$ cat config.mk
export PLATFORM = sky130hd
export DESIGN_NAME = murmur2_key_hash_server_select_unit
export DESIGN_NICKNAME = d
export VERILOG_FILES = /design/src/rtl/mhss_pkg.sv /design/src/rtl/mhss_datapath.sv /design/src/rtl/mhss_ctrl.sv /design/src/rtl/murmur2_key_hash_server_select_unit.sv
export SDC_FILE = /design/constraint.sdc
export NUM_CORES = 1
export LEC_CHECK = 0
export ABC_AREA = 1
export BUFFER_PORTS_ARGS = -buffer_cell sky130_fd_sc_hd__clkbuf_2
export CORE_ASPECT_RATIO = 0.6
export CORE_MARGIN = 2
export CORE_UTILIZATION = 55
export DETAILED_ROUTE_END_ITERATION = 8
export HOLD_SLACK_MARGIN = 0.03
export PLACE_DENSITY = 0.71
export SYNTH_ARGS = -nofsm -noshare
export SYNTH_HDL_FRONTEND = slang
export SYNTH_SLANG_ARGS = --single-unit
$ cat constraint.sdc
create_clock -name clk_i -period 15.5 [get_ports clk_i]
set_clock_uncertainty 0.2 [all_clocks]
set_input_delay 2.325 -clock clk_i [delete_from_list [all_inputs] [get_ports clk_i]]
set_output_delay 2.325 -clock clk_i [all_outputs]
set_load 0.02 [all_outputs]
$ cat src/rtl/mhss_pkg.sv
`timescale 1ns / 1ps
`default_nettype none

package mhss_pkg;

  // Hash constants
  localparam logic [31:0] MIX_MUL     = 32'h5bd1e995;
  localparam int          MIX_SHIFT   = 24;
  localparam int          FIN_SHIFT_A = 13;
  localparam int          FIN_SHIFT_B = 15;

  // Configuration
  localparam logic [31:0] SEED_RESET    = 32'd5381;
  localparam int          SRV_CNT_W     = 7;
  localparam int          MAX_SERVERS   = 64;
  localparam int          SRV_IDX_W     = 6;
  localparam int          CFG_IDX_W     = 1;
  localparam int          CFG_DATA_W    = 32;
  localparam logic [CFG_IDX_W-1:0] CFG_SEED    = 1'b0;
  localparam logic [CFG_IDX_W-1:0] CFG_SERVERS = 1'b1;

  // Divider step count (one quotient bit per cycle)
  localparam int          DIV_STEPS = 32;
  localparam int          DIV_CNT_W = 5;

  typedef struct packed {
    logic [31:0] data_word;
    logic [2:0]  byte_count;
    logic [15:0] key_length;
    logic        first_item;
    logic        last_item;
  } in_item_t;

  typedef struct packed {
    logic [31:0]          hash_value;
    logic [SRV_IDX_W-1:0] server_index;
    logic                 protocol_error;
  } out_item_t;

  // Datapath operations issued by the controller
  typedef enum logic [3:0] {
    OP_NONE,
    OP_CAPTURE,
    OP_LOAD,
    OP_K1,
    OP_K2,
    OP_MH,
    OP_TAIL,
    OP_FIN,
    OP_DIV_STEP,
    OP_EMIT,
    OP_EMIT_ERR
  } dp_op_e;

  typedef struct packed {
    dp_op_e op;
  } dp_cmd_t;

  typedef struct packed {
    logic first;
    logic last;
    logic short_word;
    logic full_word;
    logic div_done;
  } dp_status_t;

endpackage

`default_nettype wire

$ cat src/rtl/mhss_datapath.sv
`timescale 1ns / 1ps
`default_nettype none

module mhss_datapath import mhss_pkg::*; (
  input  wire logic                  clk_i,
  input  wire logic                  rst_ni,
  input  wire logic                  cfg_we_i,
  input  wire logic [CFG_IDX_W-1:0]  cfg_idx_i,
  input  wire logic [CFG_DATA_W-1:0] cfg_data_i,
  input  wire in_item_t              in_item_i,
  input  wire dp_cmd_t               cmd_i,
  output      dp_status_t            status_o,
  output      out_item_t             out_item_o
);

  // Configuration registers
  logic [31:0]          seed_q;
  logic [SRV_CNT_W-1:0] srv_cnt_q;

  always_ff @(posedge clk_i or negedge rst_ni) begin
    if (!rst_ni) begin
      seed_q    <= SEED_RESET;
      srv_cnt_q <= SRV_CNT_W'(1);
    end else if (cfg_we_i) begin
      unique case (cfg_idx_i)
        CFG_SEED:    seed_q    <= cfg_data_i;
        CFG_SERVERS: srv_cnt_q <= cfg_data_i[SRV_CNT_W-1:0];
        default:     ;
      endcase
    end
  end

  // Captured item
  logic [31:0] word_q;
  logic [2:0]  cnt_q;
  logic [15:0] klen_q;
  logic        first_q, last_q;

  // Accumulator, mix temp, divider state, output payload
  logic [31:0]          h_q, h_d;
  logic [31:0]          t_q, t_d;
  logic [31:0]          hash_q, hash_d;
  logic [31:0]          dvd_q, dvd_d;
  logic [SRV_IDX_W-1:0] rem_q, rem_d;
  logic [DIV_CNT_W-1:0] dcnt_q, dcnt_d;
  out_item_t            out_q, out_d;

  // Clamp server count into 1..MAX_SERVERS
  logic [SRV_CNT_W-1:0] divisor;
  always_comb begin
    priority if (srv_cnt_q == '0) begin
      divisor = SRV_CNT_W'(1);
    end else if (srv_cnt_q > SRV_CNT_W'(MAX_SERVERS)) begin
      divisor = SRV_CNT_W'(MAX_SERVERS);
    end else begin
      divisor = srv_cnt_q;
    end
  end

  // Tail bytes kept by byte count
  logic [31:0] tail_mask;
  assign tail_mask = {8'h00,
                      {8{cnt_q >= 3'd3}},
                      {8{cnt_q >= 3'd2}},
                      {8{cnt_q >= 3'd1}}};

  // Shared constant multiplier
  logic [31:0] mul_a, mul_p, fin_x;
  logic [SRV_CNT_W-1:0] r_shift, r_sub;

  assign mul_p   = mul_a * MIX_MUL;
  assign fin_x   = mul_p ^ (mul_p >> FIN_SHIFT_B);
  assign r_shift = {rem_q, dvd_q[31]};
  assign r_sub   = r_shift - divisor;

  always_comb begin
    h_d    = h_q;
    t_d    = t_q;
    hash_d = hash_q;
    dvd_d  = dvd_q;
    rem_d  = rem_q;
    dcnt_d = dcnt_q;
    out_d  = out_q;
    mul_a  = word_q;
    unique case (cmd_i.op)
      OP_LOAD: begin
        h_d = seed_q ^ {16'h0000, klen_q};
      end
      OP_K1: begin
        mul_a = word_q;
        t_d   = mul_p;
      end
      OP_K2: begin
        mul_a = t_q ^ (t_q >> MIX_SHIFT);
        t_d   = mul_p;
      end
      OP_MH: begin
        mul_a = h_q;
        h_d   = mul_p ^ t_q;
      end
      OP_TAIL: begin
        mul_a = h_q ^ (word_q & tail_mask);
        if (cnt_q != 3'd0) begin
          h_d = mul_p;
        end
      end
      OP_FIN: begin
        // avalanche, then load the divider
        mul_a  = h_q ^ (h_q >> FIN_SHIFT_A);
        hash_d = fin_x;
        dvd_d  = fin_x;
        rem_d  = '0;
        dcnt_d = '0;
      end
      OP_DIV_STEP: begin
        // restoring division, one quotient bit per cycle
        if (r_shift >= divisor) begin
          rem_d = r_sub[SRV_IDX_W-1:0];
        end else begin
          rem_d = r_shift[SRV_IDX_W-1:0];
        end
        dvd_d  = {dvd_q[30:0], 1'b0};
        dcnt_d = dcnt_q + DIV_CNT_W'(1);
      end
      OP_EMIT: begin
        out_d.hash_value     = hash_q;
        out_d.server_index   = rem_q;
        out_d.protocol_error = 1'b0;
      end
      OP_EMIT_ERR: begin
        out_d.hash_value     = '0;
        out_d.server_index   = '0;
        out_d.protocol_error = 1'b1;
      end
      default: ;
    endcase
  end

  // Payload registers, no reset needed
  always_ff @(posedge clk_i) begin
    if (cmd_i.op == OP_CAPTURE) begin
      word_q  <= in_item_i.data_word;
      cnt_q   <= (in_item_i.byte_count > 3'd4) ? 3'd4 : in_item_i.byte_count;
      klen_q  <= in_item_i.key_length;
      first_q <= in_item_i.first_item;
      last_q  <= in_item_i.last_item;
    end
    h_q    <= h_d;
    t_q    <= t_d;
    hash_q <= hash_d;
    dvd_q  <= dvd_d;
    rem_q  <= rem_d;
    dcnt_q <= dcnt_d;
    out_q  <= out_d;
  end

  assign status_o.first      = first_q;
  assign status_o.last       = last_q;
  assign status_o.short_word = (cnt_q != 3'd4);
  assign status_o.full_word  = (cnt_q == 3'd4);
  assign status_o.div_done   = (dcnt_q == DIV_CNT_W'(DIV_STEPS - 1));
  assign out_item_o          = out_q;

endmodule

`default_nettype wire

$ cat src/rtl/mhss_ctrl.sv
`timescale 1ns / 1ps
`default_nettype none

module mhss_ctrl import mhss_pkg::*; (
  input  wire logic       clk_i,
  input  wire logic       rst_ni,
  input  wire logic       in_valid_i,
  output      logic       in_stall_o,
  output      logic       out_valid_o,
  input  wire logic       out_stall_i,
  input  wire dp_status_t status_i,
  output      dp_cmd_t    cmd_o
);

  localparam logic [3:0] ST_IDLE     = 4'd0;
  localparam logic [3:0] ST_DECODE   = 4'd1;
  localparam logic [3:0] ST_K1       = 4'd2;
  localparam logic [3:0] ST_K2       = 4'd3;
  localparam logic [3:0] ST_MH       = 4'd4;
  localparam logic [3:0] ST_TAIL     = 4'd5;
  localparam logic [3:0] ST_FIN      = 4'd6;
  localparam logic [3:0] ST_DIV      = 4'd7;
  localparam logic [3:0] ST_EMIT     = 4'd8;
  localparam logic [3:0] ST_EMIT_ERR = 4'd9;

  logic [3:0] state_q, state_d;
  logic       active_q, active_d;
  logic       ovalid_q, ovalid_d;
  logic       out_free;

  // output register can load when empty or being drained
  assign out_free = !ovalid_q || !out_stall_i;

  always_comb begin
    state_d    = state_q;
    active_d   = active_q;
    cmd_o.op   = OP_NONE;
    ovalid_d   = ovalid_q && out_stall_i;
    unique case (state_q)
      ST_IDLE: begin
        if (in_valid_i) begin
          cmd_o.op = OP_CAPTURE;
          state_d  = ST_DECODE;
        end
      end
      ST_DECODE: begin
        if (status_i.first) begin
          cmd_o.op = OP_LOAD;
        end
        if (!status_i.first && !active_q) begin
          // no key open: drop the item
          state_d = ST_IDLE;
        end else if (status_i.short_word && !status_i.last) begin
          active_d = 1'b0;
          state_d  = ST_EMIT_ERR;
        end else begin
          active_d = !status_i.last;
          state_d  = status_i.full_word ? ST_K1 : ST_TAIL;
        end
      end
      ST_K1: begin
        cmd_o.op = OP_K1;
        state_d  = ST_K2;
      end
      ST_K2: begin
        cmd_o.op = OP_K2;
        state_d  = ST_MH;
      end
      ST_MH: begin
        cmd_o.op = OP_MH;
        state_d  = status_i.last ? ST_FIN : ST_IDLE;
      end
      ST_TAIL: begin
        cmd_o.op = OP_TAIL;
        state_d  = ST_FIN;
      end
      ST_FIN: begin
        cmd_o.op = OP_FIN;
        state_d  = ST_DIV;
      end
      ST_DIV: begin
        cmd_o.op = OP_DIV_STEP;
        if (status_i.div_done) begin
          state_d = ST_EMIT;
        end
      end
      ST_EMIT: begin
        if (out_free) begin
          cmd_o.op = OP_EMIT;
          ovalid_d = 1'b1;
          state_d  = ST_IDLE;
        end
      end
      ST_EMIT_ERR: begin
        if (out_free) begin
          cmd_o.op = OP_EMIT_ERR;
          ovalid_d = 1'b1;
          state_d  = ST_IDLE;
        end
      end
      default: begin
        state_d = ST_IDLE;
      end
    endcase
  end

  always_ff @(posedge clk_i or negedge rst_ni) begin
    if (!rst_ni) begin
      state_q  <= ST_IDLE;
      active_q <= 1'b0;
      ovalid_q <= 1'b0;
    end else begin
      state_q  <= state_d;
      active_q <= active_d;
      ovalid_q <= ovalid_d;
    end
  end

  assign in_stall_o  = (state_q != ST_IDLE);
  assign out_valid_o = ovalid_q;

endmodule

`default_nettype wire

$ cat src/rtl/murmur2_key_hash_server_select_unit.sv
// A non-last full word passes through capture, decode and three multiply steps
// on the shared constant multiplier before the next item is accepted.
// A last word goes through mix or tail and avalanche, then through the
// one-bit-per-cycle remainder unit for server_index before its result.
// Reset (rst_ni, async low) closes any open key, empties the output register
// and restores seed 5381 and server count 1.
`timescale 1ns / 1ps
`default_nettype none

module murmur2_key_hash_server_select_unit import mhss_pkg::*; (
  input  wire logic                  clk_i,
  input  wire logic                  rst_ni,
  input  wire logic                  cfg_we_i,
  input  wire logic [CFG_IDX_W-1:0]  cfg_idx_i,
  input  wire logic [CFG_DATA_W-1:0] cfg_data_i,
  input  wire logic                  in_valid_i,
  output      logic                  in_stall_o,
  input  wire in_item_t              in_item_i,
  output      logic                  out_valid_o,
  input  wire logic                  out_stall_i,
  output      out_item_t             out_item_o
);

  dp_cmd_t    cmd;
  dp_status_t status;

  // Sequencer
  mhss_ctrl u_ctrl (
    .clk_i       (clk_i),
    .rst_ni      (rst_ni),
    .in_valid_i  (in_valid_i),
    .in_stall_o  (in_stall_o),
    .out_valid_o (out_valid_o),
    .out_stall_i (out_stall_i),
    .status_i    (status),
    .cmd_o       (cmd)
  );

  // Hash and remainder datapath
  mhss_datapath u_datapath (
    .clk_i      (clk_i),
    .rst_ni     (rst_ni),
    .cfg_we_i   (cfg_we_i),
    .cfg_idx_i  (cfg_idx_i),
    .cfg_data_i (cfg_data_i),
    .in_item_i  (in_item_i),
    .cmd_i      (cmd),
    .status_o   (status),
    .out_item_o (out_item_o)
  );

endmodule

`default_nettype wire
# After elaboration in Yosys (flattened, before gate mapping)
# Cells that the tools add are included.
dict set report word_totals {
  ff_bits 276
  out_inout_bits 41
  wordCells 112
}
dict set report op_classes {
  n_addsub 2
  multipliers 1
  n_lt_le_gt_ge 6
  n_eq_ne 26
  muxes 26
  n_bitwise 9
  n_reduce_logical 23
}
# operator n
set ops {}
lappend ops {{32-bit one-hot mux with 4 select lines} 1}
lappend ops {{32-bit one-hot mux with 3 select lines} 1}
lappend ops {{39-bit one-hot mux with 2 select lines} 1}
lappend ops {{32-bit one-hot mux with 2 select lines} 1}
lappend ops {{32-bit bitwise XOR} 2}
lappend ops {{4-bit one-hot mux with 10 select lines} 1}
lappend ops {{4-bit one-hot mux with 9 select lines} 1}
lappend ops {{32-bit by 24-bit bitwise AND with 32-bit output} 1}
lappend ops {{4-bit by 3-bit equality test with 1-bit output (second input constant)} 8}
lappend ops {{32-bit by 31-bit multiplier with 32-bit output (second input constant)} 1}
lappend ops {{32-bit 2-to-1 mux} 1}
lappend ops {{32-bit by 16-bit bitwise XOR with 32-bit output} 1}
lappend ops {{32-bit by 17-bit bitwise XOR with 32-bit output} 1}
lappend ops {{32-bit by 19-bit bitwise XOR with 32-bit output} 1}
lappend ops {{32-bit by 8-bit bitwise XOR with 32-bit output} 1}
lappend ops {{4-bit 2-to-1 mux} 7}
lappend ops {{4-bit equality test (second input constant)} 5}
lappend ops {{4-bit by 2-bit equality test with 1-bit output (second input constant)} 4}
lappend ops {{7-bit 2-to-1 mux} 2}
lappend ops {{6-bit one-hot mux with 2 select lines} 1}
lappend ops {{5-bit one-hot mux with 2 select lines} 1}
lappend ops {{4-bit by 1-bit equality test with 1-bit output (second input constant)} 2}
lappend ops {{2-bit AND reduction} 4}
lappend ops {{7-bit >= comparator} 1}
lappend ops {{other kinds (26)} 43}

# Logic depth before layout (Yosys ltp)
dict set report logic_depth {
  depth_word 9
  ltp_mapped 46
  depth_no_buf 44
}

# Cells and area by module
# Synthesis repeated with hierarchy kept, for this count alone.
dict set report unflattened {
  cells_unflattened 2311
  hier_area_um2 22252.6
}
# module n_inst cells_per_inst area_each_um2
set modules_own_cells {}
lappend modules_own_cells {mhss_datapath 1 2240 21777.1}
lappend modules_own_cells {mhss_ctrl 1 71 475.5}

# Worst setup path before layout
# Ideal clock, no wire load.
dict set report synth_path {
  path_kind {input -> register}
  start {in out_stall_i}
  end {reg u_datapath.dvd_q[15], data pin}
  t_arrival_ns 9.127
  setup_slack_ns 5.920
  stages 30
  path_buffers 0
  path_cell_list {nand2_1 a21oi_1 o221ai_2 nor2_1 a221oi_1 nand3_1 o21ai_2 inv_1 ha_1 fa_1 inv_1 fa_1 inv_1 fa_1 fa_1 fa_1 fa_1 inv_1 fa_1 inv_1 ha_1 inv_1 nor3_1 nand4_1 nand3b_1 o211ai_1 xor2_1 xor2_1 nand2_1 nand2_1}
}
dict set report synth_via {
  elab_chain_cells 9
}
# item line
set synth_lines {}
lappend synth_lines {{from (decl)} murmur2_key_hash_server_select_unit.sv:20} ;# input wire logic out_stall_i,
lappend synth_lines {{1-bit zero test *} mhss_ctrl.sv:32} ;# assign out_free = !ovalid_q || !out_stall_i;
lappend synth_lines {{1-bit logical OR *} mhss_ctrl.sv:32}
lappend synth_lines {{4-bit 2-to-1 mux (on tied branches)} {mhss_ctrl.sv:88, mhss_ctrl.sv:95}}
lappend synth_lines {{4-bit one-hot mux with 10 select lines *} mhss_ctrl.sv:39} ;# unique case (state_q)
lappend synth_lines {{4-bit by 3-bit equality test with 1-bit output} mhss_datapath.sv:85} ;# unique case (cmd_i.op)
lappend synth_lines {{32-bit one-hot mux with 4 select lines *} mhss_datapath.sv:85}
lappend synth_lines {{net u_datapath.mul_a[1]} mhss_datapath.sv:68} ;# logic [31:0] mul_a, mul_p, fin_x;
lappend synth_lines {{32-bit by 31-bit multiplier with 32-bit output *} mhss_datapath.sv:71} ;# assign mul_p = mul_a * MIX_MUL;
lappend synth_lines {{32-bit by 17-bit bitwise XOR with 32-bit output *} mhss_datapath.sv:72} ;# assign fin_x = mul_p ^ (mul_p >> FIN_SHIFT_B);
lappend synth_lines {{net u_datapath.fin_x[15]} mhss_datapath.sv:68}
lappend synth_lines {{32-bit one-hot mux with 2 select lines *} mhss_datapath.sv:85}
lappend synth_lines {{net u_datapath.dvd_d[15]} mhss_datapath.sv:43} ;# logic [31:0] dvd_q, dvd_d;
lappend synth_lines {{to (signal assigned)} mhss_datapath.sv:151} ;# dvd_q <= dvd_d;
lappend synth_lines {{to (decl)} mhss_datapath.sv:43}
# Mark *: on every way through the listed nets, which the timed path passes. The rest lies on a longest branch.
# A chain may end at the register's enable or synchronous reset.

# Final worst setup path
# Ends and elaborated chain as after synthesis.

==> results_dict.tcl <==
set metrics [dict create \
    timing.hold.ws_ns 0.2970 \
    cp.required_ns 15.57 \
    synthFlopType "edfxtp_1" \
    synth_warnings 0 \
    max_stage_delay_ns 0.62 \
    crit_fanout 11 \
    max_slew.worst_pin.slew_ns 1.167 \
    drv_slew 0 \
    h-tree-depth 1 \
    netlist-cell-type-count 58 \
    gp_congestion 1.014 \
    grt_max_degree 46 \
    die_w_um 264.1 \
    antenna_left 0 \
    vias_per_cell 5.641 \
    setup_viol 0 \
    finalHoldViolations 0 \
    vias 16970 \
    coreArea_sq_um 40220 \
    end_kind "register" \
    timing.final.crit_share_pct 73.16 \
    cts_tree "yes" \
    path_clk_slew_ns 0.08 \
    crit_path_frequent_cell "fa_1" \
    syn2layout_area_growth_pct 9.212 \
    synth_nets 2818 \
    fp.dieH_um 160.1 \
    drtPass1Iterations 8 \
    max_slew_margin_pct 21.59 \
    synth_seq_cells 276 \
    synth_edf_count 231 \
    crit_arrival_ns 11.41 \
    synthCells 2323 \
    wl_per_cell_um 22.31 \
    crit_path_top_delay_cell "a221oi_1" \
    grt_pass1_vias 17160 \
    synth.top_cell.area_share_pct 31.07 \
    place_hpwl_um 54400 \
    insertion_delay_ns 0.53 \
    seq_area_frac_synth_pct 36.14 \
    maxCapViolations 0 \
    dieArea_sq_um 42280 \
    outcome "finished, final reports clean" \
    finalSetupTns_ns 0 \
    worstSetupPathType "in -> reg" \
    cts_buffer_depth 3 \
    grt_pass1_wl_um 101500 \
    cts_sinks 276 \
    pre_cts_slack_ns 3.959 \
    drt-initial-drc-count 2257 \
    start_util_pct 55.51 \
    ctsHoldBuffers 0 \
    grt_usage_pct 32.27 \
    rsz0062_at_grt "no" \
    wl_um 67110 \
    root_buffer "clkbuf_16" \
    layout-drive-gt1-share_pct 11.84 \
    ctsResizeCount 0 \
    hold_class "reg -> reg" \
    finalCriticalPeriod_ns 11.34 \
    yosysTopAreaCell "edfxtp_1" \
    ys_top_cells_by_area "edfxtp_1 (31%), fa_1 (16%), ha_1 (13%), inv_1 (9.3%), nand2_1 (6.8%)" \
    io_buffers 131 \
    fin_nets 2954 \
    max_freq_mhz 88.18 \
    worstSetupStartpointType "input pin" \
    syn_area_sq_um 22330 \
    synth.avg_cell_area_sq_um 9.612 \
    synthArstFlopShare_pct 16.30 \
    rows 57 \
    antenna_found_initial 3 \
    drc 0 \
    setup_ws_ns 4.160 \
    grt-ovfl-total 0 \
    cts_buffers 23 \
    post_cts_buffers 0 \
    boundaryPins 132 \
]
## path summary, 6_finish.rpt
check                                                      start                                end  slack (ns)  cells past startpoint
worst max-delay path                                 out_stall_i     u_datapath.dvd_q[15]$_DFFE_PP_        4.16                     31
worst min-delay path            u_datapath.seed_q[2]$_DFFE_PN1P_   u_datapath.seed_q[2]$_DFFE_PN1P_        0.30                      2
worst max register to register     u_ctrl.state_q[0]$_DFFE_PN0P_     u_datapath.dvd_q[15]$_DFFE_PP_        4.75                     31
worst min register to register  u_datapath.seed_q[2]$_DFFE_PN1P_   u_datapath.seed_q[2]$_DFFE_PN1P_        0.30                      2
max in group asynchronous                                 rst_ni  u_datapath.seed_q[14]$_DFFE_PN0P_       12.92                      2
min in group asynchronous                                 rst_ni       u_ctrl.out_valid_o$_DFF_PN0_        1.68                      2
## layout by cell type (no fill, tap or decap), drive strengths merged, types with 6 or more instances in the layout
master	instances
nor2	94
o21bai	9
xnor2	30
mux2	25
ha	224
o21ai	87
nand3	102
dfstp	6
or2	16
fa	180
buf	25
inv	566
o211ai	18
nand3b	6
a221oi	11
edfxtp	231
clkbuf	165
dfrtp	39
a21oi	60
o221ai	10
clkinv	6
a31oi	9
nor3	8
nand2	424
nand4	17
xor2	70
## area by class of cell
class	instances	area, sq um
tap	531	664.4
multi-input combinational	1435	11960
timing repair buffer	156	843.3
inverter	567	2130
clock inverter	6	56.30
sequential	276	8070
clock buffer	34	656.9
antenna	3	7.507
fill	3452	15840
## stage by stage
step / cells / instance area [sq um] / util [%]
2_1_floorplan: 2323 / 22330 / -
3_3_place_gp: 2965 / 23670 / 58.83
3_5_place_dp: 2965 / 23670 / 58.83
4_1_cts: 3005 / 24380 / 60.61
5_1_grt: 3005 / 24380 / 60.61
6_report: 3008 / 24390 / 60.63
## flip-flops by register name, indices dropped and copies added (netlist names), 3 cells and up
name	count
u_ctrl.state_q	4
u_datapath.srv_cnt_q	7
u_datapath.seed_q	32
u_datapath.dcnt_q	5
u_datapath.rem_q	6
u_datapath.dvd_q	32
u_datapath.word_q	32
u_datapath.h_q	32
u_datapath.t_q	32
u_datapath.klen_q	16
u_datapath.hash_q	32
u_datapath.out_item_o	39
u_datapath.cnt_q	3
## Yosys cell counts, types with 9 or more instances
cell type and count:
a21oi_1 60, a221oi_1 11, a31oi_1 9, clkbuf_1 33
dfrtp_1 39, edfxtp_1 231, fa_1 180, ha_1 224
inv_1 554, inv_2 12, mux2_2 25, nand2_1 405
nand2_2 16, nand3_1 100, nand4_1 14, nor2_1 86
o211ai_1 18, o21ai_0 75, o21bai_1 9, o221ai_1 9
or2_2 15, xnor2_1 30, xor2_1 70
## routing by layer
| layer | vias to the layer above | GRT usage [%] | routed length [um] | share of wire, % |
|---|---|---|---|---|
| met5 | - | 0 | 0 | 0 |
| met4 | 0 | 5.759 | 1286 | 1.9 |
| met3 | 102 | 13.15 | 10140 | 15 |
| met2 | 978 | 43.30 | 25860 | 39 |
| met1 | 8224 | 49.00 | 29820 | 44 |
| li1 | 7664 | - | - | - |
## kinds of logic after synthesis
group                      synth area share, %
AOI/OAI and AO/OA                        6.450
xor gates and xnor gates                 3.922
and+or+nand+nor                          13.07
muxes                                    1.261
adders and majority gates                28.69
DFF                                      36.14
buffers and inverters                    10.46
## critical path, delay by kind of cell
kind | cells | cell delay [ns]
and+or+nand+nor | 8 | 1.56
AOI/OAI and AO/OA | 5 | 1.44
xor gates and xnor gates | 2 | 0.71
buffers and inverters | 7 | 0.87
adders and majority gates | 9 | 4.50
Power is left out: the tool's default activity adds up to more than one toggle a clock period on the data nets, which glitch-free logic cannot reach.
